File: src/rbm_ram.sv
`timescale 1ns / 1ps

module rbm_ram #(
	parameter int WIDTH = 8,
	parameter int DEPTH = 64,
	localparam int AW = (DEPTH > 1) ? $clog2(DEPTH) : 1
) (
	input  logic             clk,
	input  logic             we,
	input  logic [AW-1:0]    waddr,
	input  logic [WIDTH-1:0] wdata,
	input  logic [AW-1:0]    raddr,
	output logic [WIDTH-1:0] rdata
);

	logic [WIDTH-1:0] mem_q [DEPTH];
	logic [WIDTH-1:0] rdata_q;

	always_ff @(posedge clk) begin
		if (we) begin
			mem_q[waddr] <= wdata;
		end
		rdata_q <= mem_q[raddr];
	end

	assign rdata = rdata_q;

endmodule

File: config.mk
export PLATFORM = sky130hd
export DESIGN_NAME = rbm_ram
export DESIGN_NICKNAME = d
export VERILOG_FILES = /design/src/rbm_ram.sv
export SDC_FILE = /design/constraint.sdc
export NUM_CORES = 1
export LEC_CHECK = 0
export ABC_AREA = 1
export BUFFER_PORTS_ARGS = -buffer_cell sky130_fd_sc_hd__clkbuf_2
export CORE_MARGIN = 2
export CORE_UTILIZATION = 25
export DETAILED_ROUTE_END_ITERATION = 8
export GPL_TIMING_DRIVEN = 0
export SYNTH_ARGS = -nofsm -noshare
export SYNTH_HDL_FRONTEND = slang
export SYNTH_SLANG_ARGS = --single-unit
export TNS_END_PERCENT = 10
File: constraint.sdc
create_clock -name clk -period 7.1 [get_ports clk]
set_input_delay 1.775 -clock clk [delete_from_list [all_inputs] [get_ports clk]]
set_output_delay 1.775 -clock clk [all_outputs]
set_load 0.05 [all_outputs]
# --- Yosys cells after proc, flatten, opt, wreduce, memory -nomap -nowiden ---
# Memories as Yosys holds them, arrays and structs flattened. A register that Yosys moved wholly into a read port is not among the register bits.
# Index checks and enable logic that the tools add are counted.
classes:
  mux: 2
op_table:
  columns: ["op", "n"]
  rows:
  - ["$mux W1", 2]
totals:
  reg_bits: 0
  mem_bits_rw: 512
  output_inout_bits: 8
  elab_cells: 3
  memories: 1
mem_list:
  columns: ["name", "words", "width", "read_ports", "rd_clocked_by_memory_dff", "wr", "line", "rtl"]
  rows:
  - ["mem_q", 64, 8, 1, 1, 1, "16", "logic [WIDTH-1:0] mem_q [DEPTH];"]

# --- Depth between registers and ports, before layout ---
depth:
  word_depth: 2
  mapped_depth: 12
  depth_no_buf: 9

# --- Worst setup path before layout ---
# Ideal clock, no wire load.
synth_timing:
  path_kind: "input to register"
  start: "input port we"
  end: "memory mem_q[48][0], enable pin"
  setup_ps: 395
  arrival_time_ps: 3146
  t_required_ps: 6705
  slack_ps: 3559
  path_stages: 3
  path_cell_list: "clkbuf_1 > nand4_1 > nor4_1"
synth_between:
  elab_chain_cells: 2
synth_rtl:
  columns: ["element", "line", "rtl"]
  rows:
  - ["start: declaration", "9", "input logic we,"]
  - ["$mux W1", "20", "if (we) begin"]
  - ["$mux W1 (implied by the code)", "21", "mem_q[waddr] <= wdata;"]
  - ["end: declaration", "16", null]
# Every way passes these cells.

# --- Worst setup path in the final report ---
layout_timing:
  start: "input port waddr[1]"
  end: "memory mem_q[29][6], enable pin"
layout_rtl:
  columns: ["element", "line", "rtl"]
  rows:
  - ["start: declaration", "10", "input logic [AW-1:0] waddr,"]
# Straight into the memory's write port.

==> impl_metrics.yaml <==
run_status:
  outcome: "finished clean"
clock_tree:
  clkSinkCount: 520
  postCtsSetupBuffers: 0
  cts_root_buffer: "clkbuf_16"
  htreeDepth: 2
  post_cts_resized: 0
  clock_path_buffers: 3
  path_clk_slew_ns: 0.06
  ctsHoldBuffers: 0
  cts_tree: "yes"
  worstSkewPairLatency_ns: 0.62
  numCtsBuffers: 54
grt:
  antenna_found_initial: 10
  grt_usage_pct: 14.4
  grt_overflow: 0
  grt_util_met3_pct: 3.88
  grt_first_pass_wirelength_um: 91900
  busiest_layer: "met2"
  use_met2_pct: 21.9
  first_global_vias: 13400
  grt_max_degree: 65
  use_met1_pct: 19.5
timing:
  tns_ns: 0
  timing.fmax_ghz: 0.265
  finalHoldViolCount: 0
  worstMarginPinSlew_ns: 1.15
  slew_headroom_pct: 23.3
  period_share_pct: 53.2
  slew_viol_final: 0
  rsz0062_at_grt: "no"
  fin_skew_ns: 0.0199
  finalSetupViolCount: 0
  final.min_clock_period_ns: 3.78
  whs_ns: 0.938
route:
  drt_wl_total_um: 63600
  post_drt_wl_per_cell_um: 20.7
  drc: 0
  num_vias: 14400
  dr.pass1.iters: 6
  drtAntennaViolNets: 0
  viasPerCell: 4.67
  first_iter_violations: 1804
synthesis:
  syn_nets: 1827
  ys_seq_area_share_pct: 72.8
  synth.ff_latch_count: 520
  syn_area_um2: 21300
  synth_cells: 1805
  avgSynthCellArea_um2: 11.8
  ys_warn_count: 0
  ys_types: 16
placement:
  place.gp.congestion: 0.964
  dp_hpwl_um: 41900
  placed_area_um2: 23000
  io_buffers: 21
finish:
  area_growth_pct: 16.2
  drive_above_1_share_pct: 10.5
  stdcell_area_um2: 24800
  num-nets-final: 1913
  fill_cells: 8672
  multi_input_area_um2: 5000
  ff_latch_area_um2: 15500
critical_path:
  end_kind: "flip-flop"
  crit_path_max_fanout: 9
  crit_arrival_ns: 4.00
  startpoint_type: "input port"
  crit_type: "input port to flip-flop"
  required_ns: 7.33
run:
  maxCapViolations: 0
power_and_ir_drop:
  p_int_mw: 5.20
  netSwitchingFraction_pct: 23.1
  total_power_mw: 6.76
  power_density_nw_per_um2: 273
  switching_power_mw: 1.56
  p_seq_share_pct: 50.4
  power_frac_clock_pct: 42.5
  pwr-share-comb_pct: 7.1
  vdd_drop_max_mv: 0.176
  p_leak_nw: 8.72
min_path:
  hold_class: "flip-flop to flip-flop"
floorplanning:
  fp-row-count: 107
  die-area_um2: 87700
  core_area_um2: 84900
  die_h_um: 296
  start_util_pct: 25.1
  die_width_um: 296
  io_pins: 30
## cell usage after synthesis
| master | number | area [um^2] |
|---|---|---|
| buf_1 | 10 | 37.5 |
| buf_2 | 37 | 185 |
| buf_4 | 14 | 105 |
| buf_6 | 35 | 394 |
| buf_8 | 2 | 30.0 |
| clkbuf_1 | 15 | 56.3 |
| dfxtp_1 | 8 | 160 |
| edfxtp_1 | 512 | 15400 |
| inv_1 | 10 | 37.5 |
| inv_2 | 1 | 3.75 |
| inv_6 | 1 | 8.76 |
| nand2_1 | 648 | 2430 |
| nand3_1 | 439 | 2200 |
| nand4_1 | 9 | 56.3 |
| nor2_1 | 56 | 210 |
| nor4_1 | 8 | 50.1 |
## kinds of logic (layout without fill, tap and decap cells)
group	after synthesis	after routing	synth area share, %
other	0	1	0
buffers and inverters	125	256	4.02
flip-flops	520	520	72.8
AND/OR/NAND/NOR	1160	1160	23.2
## area by class of cell
cell class	count	share of cell area (%)
antenna	1	0.0101
multi-input combinational	1160	20.1
inverter	12	0.202
tap	1144	5.77
sequential	520	62.6
clock buffer	72	5.81
buffer	113	3.26
timing repair buffer	30	0.817
clock inverter	29	1.34
## power by group through the flow
stage	sequential [mW]	combinational, mW	clock [mW]
2_1_floorplan	3.49	0.239	0
3_3_place_gp	3.48	0.463	0
3_5_place_dp	3.47	0.470	0
4_1_cts	3.41	0.471	2.90
5_1_grt	3.41	0.511	3.03
6_report	3.41	0.481	2.87
## through the flow
stage / setup slack [ns] / std cells / utilization (%)
after global routing: 3.27 / 3080 / 29.2
after detailed placement: 2.72 / 2978 / 27.1
after CTS: 3.36 / 3079 / 29.2
final: 3.32 / 3081 / 29.2
after floorplan: 3.56 / 1805 / -
after global placement: 2.42 / 2970 / 27.0
## flip-flops by register name, indices dropped and copies added (netlist names)
name and count:
mem_q 512, rdata 8
## placed cells by master, fill, tap and decap left out, types with 7 or more instances in the layout
cell type	instances
nor2_1	56
nand4_1	9
edfxtp_1	512
buf_1	10
bufinv_16	7
nand2_1	648
clkbuf_16	55
clkbuf_2	13
clkbuf_1	32
nand3_1	439
clkbuf_4	7
buf_2	38
nor4_2	8
clkinv_2	9
clkinv_1	9
buf_4	22
inv_1	10
dfxtp_1	8
buf_6	35
## final timing paths
check	start	to	slack, ns	depth (start not counted)
worst max register to register	mem_q[51][7]	rdata[7]	5.56	8
worst min-delay path	mem_q[28][7]	rdata[7]	0.94	8
worst min register to register	mem_q[28][7]	rdata[7]	0.94	8
worst max-delay path	waddr[1]	mem_q[29][6]	3.32	4
## worst max-delay path, cell delays in order
cell	delay (ns)
clkbuf_1	0.22
inv_1	0.32
nand4_1	0.63
nor2_1	1.06
## per-layer routing
metal,share of wire [%],up-vias
li1,-,6531
met1,41,6945
met2,44,739
met3,11,156
met4,4.3,14
met5,0.11,-
Note: power is estimated with default switching activity, not from simulation.
